===== src/sv/ecnm_pkg.sv =====
// Shared types and constants of the event cache.
// Depends on nothing; used by every module of the block.
`timescale 1ns / 1ps
`default_nettype none
package ecnm_pkg;
    localparam int DEPTH_DEFAULT = 512;

    localparam logic [1:0] ACT_INSERT = 2'd0;
    localparam logic [1:0] ACT_FIND   = 2'd1;
    localparam logic [1:0] ACT_EPOCH  = 2'd2;

    localparam logic [2:0] ST_STORED   = 3'd0;
    localparam logic [2:0] ST_REJECTED = 3'd1;
    localparam logic [2:0] ST_FOUND    = 3'd2;
    localparam logic [2:0] ST_NONE     = 3'd3;
    localparam logic [2:0] ST_KEPT     = 3'd4;
    localparam logic [2:0] ST_CLEARED  = 3'd5;

    localparam logic [1:0] REG_WINDOW   = 2'd0;
    localparam logic [1:0] REG_WILDCARD = 2'd1;
    localparam logic [1:0] REG_VERSION  = 2'd2;

    localparam logic [31:0] WINDOW_RESET  = 32'd5000;
    localparam logic [15:0] VERSION_RESET = 16'd1;

    typedef struct packed {
        logic [1:0]         action;
        logic [63:0]        seq_number;
        logic [31:0]        event_tick;
        logic [31:0]        received_tick;
        logic signed [31:0] key_a;
        logic signed [31:0] key_b;
        logic [15:0]        detail_word;
        logic [15:0]        payload_version;
        logic [31:0]        query_tick;
        logic               source_ready;
        logic [31:0]        epoch_value;
    } req_t;

    typedef struct packed {
        logic [2:0]         status;
        logic [63:0]        hit_sequence;
        logic [31:0]        hit_event_tick;
        logic [31:0]        hit_received_tick;
        logic signed [31:0] hit_key_a;
        logic signed [31:0] hit_key_b;
        logic [15:0]        hit_detail;
        logic [63:0]        max_sequence;
    } result_t;

    // One stored cache entry.
    typedef struct packed {
        logic [63:0] seq;
        logic [31:0] evt;
        logic [31:0] rcv;
        logic [31:0] ka;
        logic [31:0] kb;
        logic [15:0] det;
    } entry_t;

    // Command handed from front to back.
    typedef struct packed {
        logic        is_find;
        logic        do_write;
        logic        do_clear;
        logic [2:0]  status;
        entry_t      entry;
        logic [31:0] qtick;
    } cmd_t;
endpackage
`default_nettype wire


===== src/sv/ecnm_front.sv =====
// Front part: accepts requests, applies version and epoch rules.
// Depends on ecnm_pkg.
`timescale 1ns / 1ps
`default_nettype none
module ecnm_front
(
    input  wire               clk,
    input  wire               rst_n,
    input  wire               start,
    input  ecnm_pkg::req_t    req,
    input  wire  [15:0]       expected_version,
    input  wire               q_full,
    output logic              busy,
    output logic              q_push,
    output ecnm_pkg::cmd_t    q_data
);
    logic [31:0] epoch_reg;
    logic [31:0] epoch_next;
    logic        accept;
    logic        clr;

    assign busy   = q_full;
    assign accept = start && !busy;
    assign q_push = accept;

    // Classify the request and decide the epoch update.
    always_comb
    begin
        epoch_next = epoch_reg;
        clr = 1'b0;
        q_data = '0;
        q_data.entry.seq = req.seq_number;
        q_data.entry.evt = req.event_tick;
        q_data.entry.rcv = req.received_tick;
        q_data.entry.ka  = req.key_a;
        q_data.entry.kb  = req.key_b;
        q_data.entry.det = req.detail_word;
        q_data.qtick     = req.query_tick;
        q_data.status    = ecnm_pkg::ST_NONE;
        case (req.action)
            ecnm_pkg::ACT_INSERT:
            begin
                if (req.payload_version == expected_version)
                begin
                    q_data.do_write = 1'b1;
                    q_data.status = ecnm_pkg::ST_STORED;
                end
                else
                begin
                    q_data.status = ecnm_pkg::ST_REJECTED;
                end
            end
            ecnm_pkg::ACT_FIND:
            begin
                q_data.is_find = 1'b1;
            end
            ecnm_pkg::ACT_EPOCH:
            begin
                if (!req.source_ready)
                begin
                    if (epoch_reg != 32'd0)
                    begin
                        clr = 1'b1;
                        epoch_next = 32'd0;
                    end
                end
                else
                begin
                    if (epoch_reg != 32'd0 && req.epoch_value != 32'd0 &&
                        req.epoch_value != epoch_reg)
                    begin
                        clr = 1'b1;
                    end
                    if (req.epoch_value != 32'd0)
                    begin
                        epoch_next = req.epoch_value;
                    end
                end
                q_data.do_clear = clr;
                q_data.status = clr ? ecnm_pkg::ST_CLEARED : ecnm_pkg::ST_KEPT;
            end
            default:
            begin
                q_data.status = ecnm_pkg::ST_NONE;
            end
        endcase
    end

    always_ff @(posedge clk or negedge rst_n)
    begin
        if (!rst_n)
        begin
            epoch_reg <= '0;
        end
        else if (accept)
        begin
            epoch_reg <= epoch_next;
        end
    end
endmodule
`default_nettype wire


===== config.mk =====
export PLATFORM = sky130hd
export DESIGN_NAME = ecnm_front
export DESIGN_NICKNAME = d
export VERILOG_FILES = /design/src/sv/ecnm_pkg.sv /design/src/sv/ecnm_front.sv
export SDC_FILE = /design/constraint.sdc
export NUM_CORES = 1
export LEC_CHECK = 0
export CORE_AREA = 2 2 217 219
export DETAILED_ROUTE_END_ITERATION = 10
export DIE_AREA = 0 0 219 221
export DONT_BUFFER_PORTS = 1
export HOLD_SLACK_MARGIN = 0.08
export PLACE_DENSITY_LB_ADDON = 0.3
export SYNTH_ARGS = -nofsm -noshare
export SYNTH_HDL_FRONTEND = slang
export SYNTH_SLANG_ARGS = --single-unit

===== constraint.sdc =====
create_clock -name clk -period 2.01 [get_ports clk]
set_input_delay 0.1005 -clock clk [delete_from_list [all_inputs] [get_ports clk]]
set_output_delay 0.1005 -clock clk [all_outputs]
set_load 0.005 [all_outputs]

==> impl_metrics.sql <==
INSERT INTO impl_metrics (metric_group, metric, value, unit) VALUES
('global_routing', 'gr-usage-all-layers', '6.90', '%'),
('timing', 'hold_viol', '0', ''),
('critical_path', 'cp-end-kind', 'output port', ''),
('run', 'drv.max_cap_violation_count', '0', ''),
('critical_path', 'kind_of_start_point_of_the_critical_path', 'register', ''),
('synth', 'syn-instance-count', '475', ''),
('worst_hold_path', 'hold_class', 'in -> out', ''),
('global_routing', 'grt_pass1_vias', '2626', ''),
('final_layout', 'final_layout_size_suffix_gt1_share', '13.2', '%'),
('synth', 'syn-cell-area', '3980', 'um2'),
('final_layout', 'fillers', '5411', ''),
('pwr', 'total_power', '0.00245', 'W'),
('timing', 'finalSetupViolations', '1', ''),
('timing', 'max_clock_freq', '467', 'MHz'),
('floorplan', 'dieArea', '48400', 'um2'),
('critical_path', 'flop_to_flop_setup_slack', '0.08', 'ns'),
('worst_hold_path', 'hold_path_startpoint', 'req[162]', ''),
('pwr', 'power_per_cell_area', '616', 'nW/um2'),
('timing', 'setup_slack', '-0.133', 'ns'),
('drt', 'num_vias', '2439', ''),
('timing', 'slew_worst_pin', '0.443', 'ns'),
('placed_design', 'dp_hpwl', '13500', 'um'),
('clock_network', 'clk_root_buffer_cell', 'sky130_fd_sc_hd__clkbuf_16', ''),
('global_routing', 'global_route.overflow_total', '0', ''),
('timing', 'min_period', '2.14', 'ns'),
('drt', 'detailedRoute.firstPassIterationCount', '4', ''),
('critical_path', 'r2r-end', 'epoch_reg[25]$_DFFE_PN0P_', ''),
('floorplan', 'die_width', '219', 'um'),
('synth', 'post_synth_num_cell_types', '23', ''),
('critical_path', 'worst-setup-path-type', 'reg -> out', ''),
('final_layout', 'count_of_inserted_antenna_diode_cells', '0', ''),
('placed_design', 'place_ws', '0.0906', 'ns'),
('clock_network', 'tritoncts.num_buffers', '5', ''),
('placed_design', 'portBuffers', '0', ''),
('floorplan', 'design.core.area', '46100', 'um2'),
('critical_path', 'worst-path-max-fanout', '2', ''),
('synth', 'synth_enable_flop_cells', '0', ''),
('placed_design', 'placed_cells_incl_taps', '848', ''),
('final_layout', 'area_delta_synth_final', '-0.000101', '%'),
('global_routing', 'wire_length_of_the_first_global_routing_pass', '22700', 'um'),
('synth', 'synthesis.area_per_instance', '8.37', 'um2'),
('timing', 'grt_setup_unrepaired', 'true', ''),
('drt', 'route.detailed.wl_per_inst', '19.1', 'um'),
('clock_network', 'cts_sinks', '32', ''),
('synth', 'synth_area_leader_cell', 'sky130_fd_sc_hd__buf_4', ''),
('synth', 'synth.area.top_cells', 'sky130_fd_sc_hd__buf_4 46%, sky130_fd_sc_hd__dfrtp_1 20%, sky130_fd_sc_hd__xor2_1 11%', ''),
('floorplan', 'std_cell_rows', '79', ''),
('synth', 'seq_area_frac_synth', '20.1', '%'),
('floorplan', 'dieHeight', '221', 'um'),
('worst_hold_path', 'worstHoldEndpoint', 'q_data[113]', ''),
('clock_network', 'tritoncts', 'done', ''),
('synth', 'ys.flop_type', 'sky130_fd_sc_hd__dfrtp_1', ''),
('critical_path', 'crit_required', '1.91', 'ns'),
('outcome', 'outcome', 'complete, but fails checks', ''),
('final_layout', 'largest_register_ffs', '32', ''),
('synth', 'yosysWarnings', '0', ''),
('critical_path', 'critical_path.reg2reg.startpoint', 'epoch_reg[28]$_DFFE_PN0P_', ''),
('timing', 'max-slew-margin-rel', '70.2', '%'),
('pwr', 'vdd_ir_drop_max', '0.000412', 'V'),
('clock_network', 'worst_setup_hold_path_clk_slew', '0.05', 'ns'),
('placed_design', 'gp_congestion', '0.660', ''),
('drt', 'avgViaCountPerCell', '2.64', ''),
('floorplan', 'ports', '559', ''),
('outcome', 'failed_checks', 'negative setup slack', ''),
('drt', 'route.detailed.drc', '0', ''),
('synth', 'synth.cells.most_frequent', '241 x sky130_fd_sc_hd__buf_4, 48 x sky130_fd_sc_hd__xor2_1, 34 x sky130_fd_sc_hd__nand2_1', ''),
('critical_path', 'cp_data_arrival_time', '2.04', 'ns'),
('pwr', 'leakagePower', '1.36', 'nW'),
('timing', 'timing.final.crit_share', '107', '%'),
('drt', 'drt.antenna.violating_nets', '0', ''),
('clock_network', 'cts-root-to-sink-buffers', '2', '');
through the flow:
step                      TNS [ns]  cell area (um2)  util (%)
after floorplan                  0             3980         -
after global placement           0             3010      6.53
after detailed placement         0             3010      6.53
after CTS                  -0.0915             3870      8.41
after global routing         -1.51             3980      8.63
final                       -0.133             3980      8.63
worst max-delay path, cell delays in order (launching register included):
cell and delay [ns]:
sky130_fd_sc_hd__dfrtp_1 0.38, sky130_fd_sc_hd__buf_4 0.14, sky130_fd_sc_hd__xor2_1 0.15, sky130_fd_sc_hd__nor4_1 0.34, sky130_fd_sc_hd__nand4_1 0.17, sky130_fd_sc_hd__o211ai_1 0.25
sky130_fd_sc_hd__a31oi_2 0.17, sky130_fd_sc_hd__buf_4 0.17
cells in the final DEF, fill, tap and decap left out, drive strengths merged, types with 7 or more instances in the layout:
cell / count
xor2: 48
buf: 18
mux2i: 32
nand4: 7
clkbuf: 9
nor4: 28
dfrtp: 32
nand2: 34
dlygate4sd3: 65
inv: 32
cell families after synthesis:
family                 Yosys count  share of synthesized area, %
AO/OA/AOI/OAI                    7                          1.23
flip-flops                      32                          20.1
AND/OR/NAND/NOR                 75                          9.91
XOR/XNOR                        48                          10.6
buffers and inverters          281                          50.1
multiplexers                    32                          8.06
power breakdown:
| group | switching (W) | internal (W) |
|---|---|---|
| Clock | 0.000289 | 0.000495 |
| Sequential | 0.000173 | 0.000805 |
| Combinational | 0.000314 | 0.000374 |
cell type report:
| cell class | count | area, um2 | share of cell area [%] |
|---|---|---|---|
| multi-input cells | 162 | 1280 | 32.3 |
| repair buffers | 84 | 865 | 21.7 |
| flip-flops and latches | 32 | 801 | 20.1 |
| well taps | 607 | 759 | 19.1 |
| clock buffers | 8 | 146 | 3.68 |
| inverters | 32 | 120 | 3.02 |
timing repair:
action / 4_1_cts / 5_1_grt
endpoints found under the hold margin: 64 / 0
setup buffers: 0 / 2
hold buffers: 66 / 0
gates cloned: 0 / 1
endpoints found under the setup margin: 1 / 18
pin swaps: 2 / 10
resized for setup: 8 / 10
per-layer routing:
metal  track usage (%)  routed length [um]  part of all wire, %  up-vias
met2              10.5                7800                   44      245
met5                 0                   0                    0        -
li1                  -                   -                    -      949
met1              6.50                5560                   31     1113
met4              5.12                1450                  8.2        0
met3              4.70                2890                   16      132
how the worst max path moves through the flow:
stage | startpoint | endpoint | slack [ns] | cells past startpoint
2_1_floorplan | epoch_reg[17]$_DFFE_PN0P_ | epoch_reg[0]$_DFFE_PN0P_ | 0.54 | 6
3_3_place_gp | epoch_reg[24]$_DFFE_PN0P_ | q_data[240] | 0.04 | 6
3_5_place_dp | epoch_reg[24]$_DFFE_PN0P_ | q_data[240] | 0.09 | 6
4_1_cts | epoch_reg[25]$_DFFE_PN0P_ | q_data[240] | -0.09 | 7
5_1_grt | epoch_reg[28]$_DFFE_PN0P_ | q_data[240] | -0.23 | 7
6_report | epoch_reg[17]$_DFFE_PN0P_ | q_data[240] | -0.13 | 7
Power figures use the tool's default switching activity.
