## src/sv/ecnm_pkg.sv

```systemverilog
// Shared types and constants of the event cache.
// Depends on nothing; used by every module of the block.
`timescale 1ns / 1ps
`default_nettype none
package ecnm_pkg;
    localparam int DEPTH_DEFAULT = 512;

    localparam logic [1:0] ACT_INSERT = 2'd0;
    localparam logic [1:0] ACT_FIND   = 2'd1;
    localparam logic [1:0] ACT_EPOCH  = 2'd2;

    localparam logic [2:0] ST_STORED   = 3'd0;
    localparam logic [2:0] ST_REJECTED = 3'd1;
    localparam logic [2:0] ST_FOUND    = 3'd2;
    localparam logic [2:0] ST_NONE     = 3'd3;
    localparam logic [2:0] ST_KEPT     = 3'd4;
    localparam logic [2:0] ST_CLEARED  = 3'd5;

    localparam logic [1:0] REG_WINDOW   = 2'd0;
    localparam logic [1:0] REG_WILDCARD = 2'd1;
    localparam logic [1:0] REG_VERSION  = 2'd2;

    localparam logic [31:0] WINDOW_RESET  = 32'd5000;
    localparam logic [15:0] VERSION_RESET = 16'd1;

    typedef struct packed {
        logic [1:0]         action;
        logic [63:0]        seq_number;
        logic [31:0]        event_tick;
        logic [31:0]        received_tick;
        logic signed [31:0] key_a;
        logic signed [31:0] key_b;
        logic [15:0]        detail_word;
        logic [15:0]        payload_version;
        logic [31:0]        query_tick;
        logic               source_ready;
        logic [31:0]        epoch_value;
    } req_t;

    typedef struct packed {
        logic [2:0]         status;
        logic [63:0]        hit_sequence;
        logic [31:0]        hit_event_tick;
        logic [31:0]        hit_received_tick;
        logic signed [31:0] hit_key_a;
        logic signed [31:0] hit_key_b;
        logic [15:0]        hit_detail;
        logic [63:0]        max_sequence;
    } result_t;

    // One stored cache entry.
    typedef struct packed {
        logic [63:0] seq;
        logic [31:0] evt;
        logic [31:0] rcv;
        logic [31:0] ka;
        logic [31:0] kb;
        logic [15:0] det;
    } entry_t;

    // Command handed from front to back.
    typedef struct packed {
        logic        is_find;
        logic        do_write;
        logic        do_clear;
        logic [2:0]  status;
        entry_t      entry;
        logic [31:0] qtick;
    } cmd_t;
endpackage
`default_nettype wire

```

## src/sv/ecnm_queue.sv

```systemverilog
// Two-entry command queue between front and back.
// Depends on ecnm_pkg.
`timescale 1ns / 1ps
`default_nettype none
module ecnm_queue
(
    input  wire             clk,
    input  wire             rst_n,
    input  wire             push,
    input  ecnm_pkg::cmd_t  push_data,
    input  wire             pop,
    output logic            full,
    output logic            not_empty,
    output ecnm_pkg::cmd_t  head
);
    ecnm_pkg::cmd_t slot_reg [2];
    logic       wr_reg;
    logic       rd_reg;
    logic [1:0] cnt_reg;

    assign full      = (cnt_reg == 2'd2);
    assign not_empty = (cnt_reg != 2'd0);
    assign head      = slot_reg[rd_reg];

    // Payload slots.
    always_ff @(posedge clk)
    begin
        if (push)
        begin
            slot_reg[wr_reg] <= push_data;
        end
    end

    // Pointers and count.
    always_ff @(posedge clk or negedge rst_n)
    begin
        if (!rst_n)
        begin
            wr_reg  <= 1'b0;
            rd_reg  <= 1'b0;
            cnt_reg <= 2'd0;
        end
        else
        begin
            if (push)
            begin
                wr_reg <= ~wr_reg;
            end
            if (pop)
            begin
                rd_reg <= ~rd_reg;
            end
            cnt_reg <= cnt_reg + {1'b0, push} - {1'b0, pop};
        end
    end
endmodule
`default_nettype wire

```

## config.mk

```make
export PLATFORM = sky130hd
export DESIGN_NAME = ecnm_queue
export DESIGN_NICKNAME = d
export VERILOG_FILES = /design/src/sv/ecnm_pkg.sv /design/src/sv/ecnm_queue.sv
export SDC_FILE = /design/constraint.sdc
export NUM_CORES = 1
export LEC_CHECK = 0
export BUFFER_PORTS_ARGS = -buffer_cell sky130_fd_sc_hd__buf_2
export CORE_AREA = 2 2 196 198
export CTS_CLUSTER_SIZE = 30
export DETAILED_ROUTE_END_ITERATION = 10
export DIE_AREA = 0 0 198 200
export GPL_ROUTABILITY_DRIVEN = 0
export PLACE_DENSITY = 0.79
export REMOVE_ABC_BUFFERS = 1
export SYNTH_ARGS = -nofsm -noshare
export SYNTH_HDL_FRONTEND = slang
export SYNTH_SLANG_ARGS = --single-unit
```

## constraint.sdc

```tcl
create_clock -name clk -period 25.3 [get_ports clk]
set_input_delay 2.53 -clock clk [delete_from_list [all_inputs] [get_ports clk]]
set_output_delay 2.53 -clock clk [all_outputs]
set_load 0.005 [all_outputs]
```

==> qor.csv, run 1 <==
metric,value,unit
worst skew pair latency,560,ps
max reg flops,492,
Worst EP required,22770,ps
Worst-path clk slew,60,ps
initial antenna violation count,8,
Die W,198,microns
switching portion of total power,26.7,%
Avg Inst Size Synth,23.1,sq um
P_leak,8.41,nW
Psw,0.650,mW
Max-slew headroom,28.4,%
clk buf depth,3,
IO Count,498,
PortBufs,497,
endpoints failing setup,0,
Final Max Tran Viols,0,
final period utilization,24.1,%
TritonRoute pass-1 iters,4,
Slew @ Worst Pin,1070,ps
Post-Synthesis Cells,780,
hold_buf cts,0,
Initial Utilization,48.2,%
WS Path Type,flip-flop to output pin,
area grow syn2layout,24.4,%
detailed placer's ending HPWL,26200,microns
first-pass GRT wire length,54000,microns
Design Power,2.44,mW
"non-filler cells, final",1862,
routed len/inst,20.7,microns
Netlist cell types,13,
CP max-delay cell,dfrtp_4,
unrepaired setup endpoints after global routing,false,
R2R depth,3,
setup repair bufs after CTS,0,
total wire length,38600,microns
layout cells sized above 1,61.0,%
GRT Util Overall,18.4,%
combinational power share,25.7,%
max-cap viol count,0,
Reg power frac,47.0,%
1st-iter DRT viols,421,
Hold Slack,567,ps
final hold violations,0,
Worst Skew,16.0,ps
clock root cell,clkbuf_16,
die height,200,microns
worst path cell trace,buf_4 > buf_4 > mux2_2 > buf_2,
fmax,0.164,GHz
worst stage delay on the critical path,800,ps
Placed Instances,1771,
# resized after CTS,0,
Setup TNS Final,0,ps
status,finished clean,
final worst setup slack,19200,ps
remaining antenna violation count,0,
htree depth,2,
total internal power,1.79,mW
Max rail drop VDD,0.000134,V
post-route minimum period,6100,ps
vias post-DR,9290,
Post-DP Area,0.0210,sq mm
Sink Count,496,
cell area after layout,0.0224,sq mm
R2R Setup Slk,22220,ps
critical-path maximum fanout,70,
Core Area,0.0374,sq mm
Synth warnings,0,
DRC,0,
Seq cells post-synth,496,
number of vias per cell,4.99,
synthesized cell area,0.0180,sq mm
Final #Nets,1562,
FP Rows,71,
number of global-route vias before repair,9345,
Fill cells,2697,
Worst Hold Class,flip-flop to flip-flop,
WHS Path Cells,1,
die area,0.0396,sq mm
DP Worst Slack,19800,ps
largest net degree at the start of global routing,79,
sequential fraction of the synthesis area,82.5,%
final design utilization,60.0,%
Critical Path Source Type,flip-flop,
global route total overflow,0,
Crit. End Element,output pin,
PD cells,109,mW/mm^2
CTS Buf Count,48,
TritonCTS clock tree,built,
CP Data Arrival Time,3570,ps
clock share of power,27.3,%
crit-path most repeated cell,buf_4,
[layout by cell type, fill, tap and decap left out, types with 2 or more instances in the layout]
cell	synthesis	final
clkinvlp_4	0	2
bufinv_16	0	3
inv_1	2	2
xor2_1	2	2
diode_2	0	7
clkbuf_16	0	49
buf_4	1	10
edfxtp_1	492	492
clkinv_2	0	8
clkbuf_1	0	11
mux2_2	246	246
buf_2	1	497
dfrtp_1	4	3
clkinv_1	0	10
ha_1	2	2
[power groups by stage]
stage	Sequential [mW]	Clock, mW	Combinational, mW
after floorplan	1.24	0	0.380
after global placement	1.15	0	0.619
after detailed placement	1.16	0	0.630
after CTS	1.15	0.683	0.637
after global routing	1.16	0.714	0.675
final	1.14	0.666	0.626
[critical path: cells and delay by family, from the launching register on]
| family | cells | cell delay [ps] |
|---|---|---|
| buffers and inverters | 3 | 1610 |
| DFF | 1 | 800 |
| muxes | 1 | 430 |
[layer usage]
metal / wire [microns] / share of wire [%] / global-route usage (%) / vias to the layer above
li1: - / - / - / 4188
met1: 14000 / 36 / 21.2 / 4603
met2: 19900 / 52 / 31.7 / 415
met3: 3500 / 9.1 / 6.12 / 78
met4: 1140 / 3.0 / 7.69 / 6
met5: 41 / 0.11 / 0 / -
[synthesized netlist by cell type]
cell type	number	share of area (%)
and2_1	1	0.035
buf_2	1	0.028
buf_4	1	0.042
buf_6	25	1.6
dfrtp_1	4	0.55
edfxtp_1	492	82
ha_1	2	0.14
inv_1	2	0.042
mux2_2	246	15
nor2b_1	2	0.069
or2_2	1	0.035
xor2_1	2	0.097
xor3_1	1	0.13
[final cells by class]
class | count | area, sq um | area share (%)
repair buffers | 507 | 2560 | 11.4
diodes | 7 | 17.5 | 0.0781
clock buffers | 60 | 1270 | 5.65
inverters | 2 | 7.51 | 0.0335
clock inverters | 24 | 191 | 0.853
well taps | 511 | 639 | 2.85
multi-input cells | 255 | 2870 | 12.8
flip-flops and latches | 496 | 14900 | 66.3
[worst paths after layout]
kind / startpoint / endpoint
setup / recovery: rd_reg / head[244]
hold / removal: wr_reg / wr_reg
setup reg to reg: wr_reg / slot_reg[1][154]
hold reg to reg: wr_reg / wr_reg
max in group asynchronous: rst_n / rd_reg
min in group asynchronous: rst_n / wr_reg
[cell families after synthesis]
| group | synth area share (%) |
|---|---|
| fa+ha+maj | 0.139 |
| mux | 15.4 |
| xor+xnor | 0.229 |
| flops | 82.5 |
| simple gates | 0.139 |
| buf+inv | 1.67 |
No activity file was read; power rests on OpenSTA's default activity.
==> inputs of run 2 (changes only) <==
CORE_AREA = 2 2 195 197   (was 2 2 196 198)
DIE_AREA = 0 0 197 199   (was 0 0 198 200)
PLACE_DENSITY = 0.8   (was 0.79)
clock period = 6.15 ns   (was 25.3 ns; I/O delays follow)
==> qor.csv, run 2 (synthesis results as in run 1) <==
metric,value,unit
routed len/inst,20.5,microns
worst skew pair latency,560,ps
Worst Hold Class,primary input to flip-flop,
multi-input logic area,0.00287,sq mm
P_leak,8.43,nW
Final #Nets,1561,
Core Area,0.0371,sq mm
PortBufs,497,
GRT Util Overall,18.3,%
Hold Slack,230,ps
total wire length,37500,microns
first-pass GRT wire length,53600,microns
max reg flops,492,
Post-DP Area,0.0209,sq mm
final hold violations,0,
TritonRoute pass-1 iters,4,
Sink Count,496,
DRC,0,
Max-slew headroom,27.5,%
Crit path buffers/inverters,2,
WS Path Type,flip-flop to output pin,
htree depth,2,
Critical Path Source Type,flip-flop,
number of global-route vias before repair,9735,
IO Count,498,
clock root cell,clkbuf_16,
initial antenna violation count,13,
vias post-DR,9262,
global route total overflow,0,
largest net degree at the start of global routing,150,
Crit. End Element,output pin,
Die W,197,microns
"delay-heaviest family, CP",flip-flops,
Fill cells,2651,
layout cells sized above 1,60.7,%
Register Area,0.0149,sq mm
area grow syn2layout,24.4,%
worst path cell trace,buf_4 > mux2_2 > buf_2,
CP max-delay cell,dfrtp_4,
TritonCTS clock tree,built,
post-route minimum period,3670,ps
"commonest non-fill, non-tap cells in the layout","buf_2, edfxtp_1, mux2_2",
CTS Buf Count,49,
Initial Utilization,48.6,%
Final Max Tran Viols,0,
max-cap viol count,0,
Worst Skew,18.9,ps
Worst-path clk slew,60,ps
die height,199,microns
PD cells,448,mW/mm^2
die area,0.0392,sq mm
Max rail drop VDD,0.000312,V
status,finished clean,
worst stage delay on the critical path,1100,ps
setup repair bufs after CTS,0,
remaining antenna violation count,0,
fmax,0.272,GHz
Worst EP required,5530,ps
CP Data Arrival Time,3050,ps
critical-path maximum fanout,78,
unrepaired setup endpoints after global routing,false,
Slew @ Worst Pin,1090,ps
1st-iter DRT viols,447,
"most common cell after layout, fill and taps aside",buf_2,
FP Rows,71,
number of vias per cell,5.06,
detailed placer's ending HPWL,25200,microns
cell area after layout,0.0224,sq mm
clk buf depth,3,
endpoints failing setup,0,
final period utilization,59.7,%
run 2: cell types whose count changed in the layout (fill, tap and decap cells not counted), sizes merged:
cell,previous run,this run
clkinv,18,26
bufinv,3,1
dlygate4sd3,0,1
buf,507,504
inv,3,4
diode,7,8
run 2: final timing paths:
kind	start	endpoint	slack [ps]	cells past startpoint
max in group asynchronous	rst_n	rd_reg	5640	2
hold / removal	push_data[245]	slot_reg[0][245]	230	1
setup reg to reg	wr_reg	slot_reg[0][9]	3630	3
hold reg to reg	wr_reg	wr_reg	560	1
min in group asynchronous	rst_n	rd_reg	380	2
setup / recovery	rd_reg	head[8]	2480	3
run 2: where the power goes:
group          switching (mW)  internal (mW)  total, mW
Sequential              0.242           4.49       4.73
Combinational            1.29           1.29       2.57
Clock                    1.19           1.55       2.74
Total                    2.71           7.33       10.0
run 2: repair_timing:
| action | in CTS | in global routing |
|---|---|---|
| resized for setup | 0 | 0 |
| hold buffers | 1 | 0 |
| endpoints found under the hold margin | 4 | 0 |
run 2: final cells by class:
class / count / area share (%)
Multi-Input combinational cell: 255 / 12.8
Sequential cell: 496 / 66.3
Clock inverter: 31 / 0.797
Timing Repair Buffer: 505 / 11.5
Clock buffer: 60 / 5.84
Antenna cell: 8 / 0.0892
Inverter: 2 / 0.0334
Tap cell: 474 / 2.64
run 2: through the flow:
stage | TNS [ps] | worst slack (ps) | utilization [%] | cells | total power [mW]
final | 0 | 2480 | 60.4 | 1831 | 10.0
after global routing | 0 | 2320 | 60.4 | 1829 | 10.5
after CTS | 0 | 2430 | 60.4 | 1823 | 10.2
after detailed placement | 0 | 3050 | 56.4 | 1731 | 7.40
after global placement | 0 | 3060 | 56.4 | 1731 | 7.33
after floorplan | -1759150 | -5980 | - | 753 | 6.66
run 2: routing by layer:
layer	wire, microns	GRT usage, %
met2	19400	31.9
met3	3340	6.41
met4	1550	9.75
met1	13200	19.7
met5	54	0
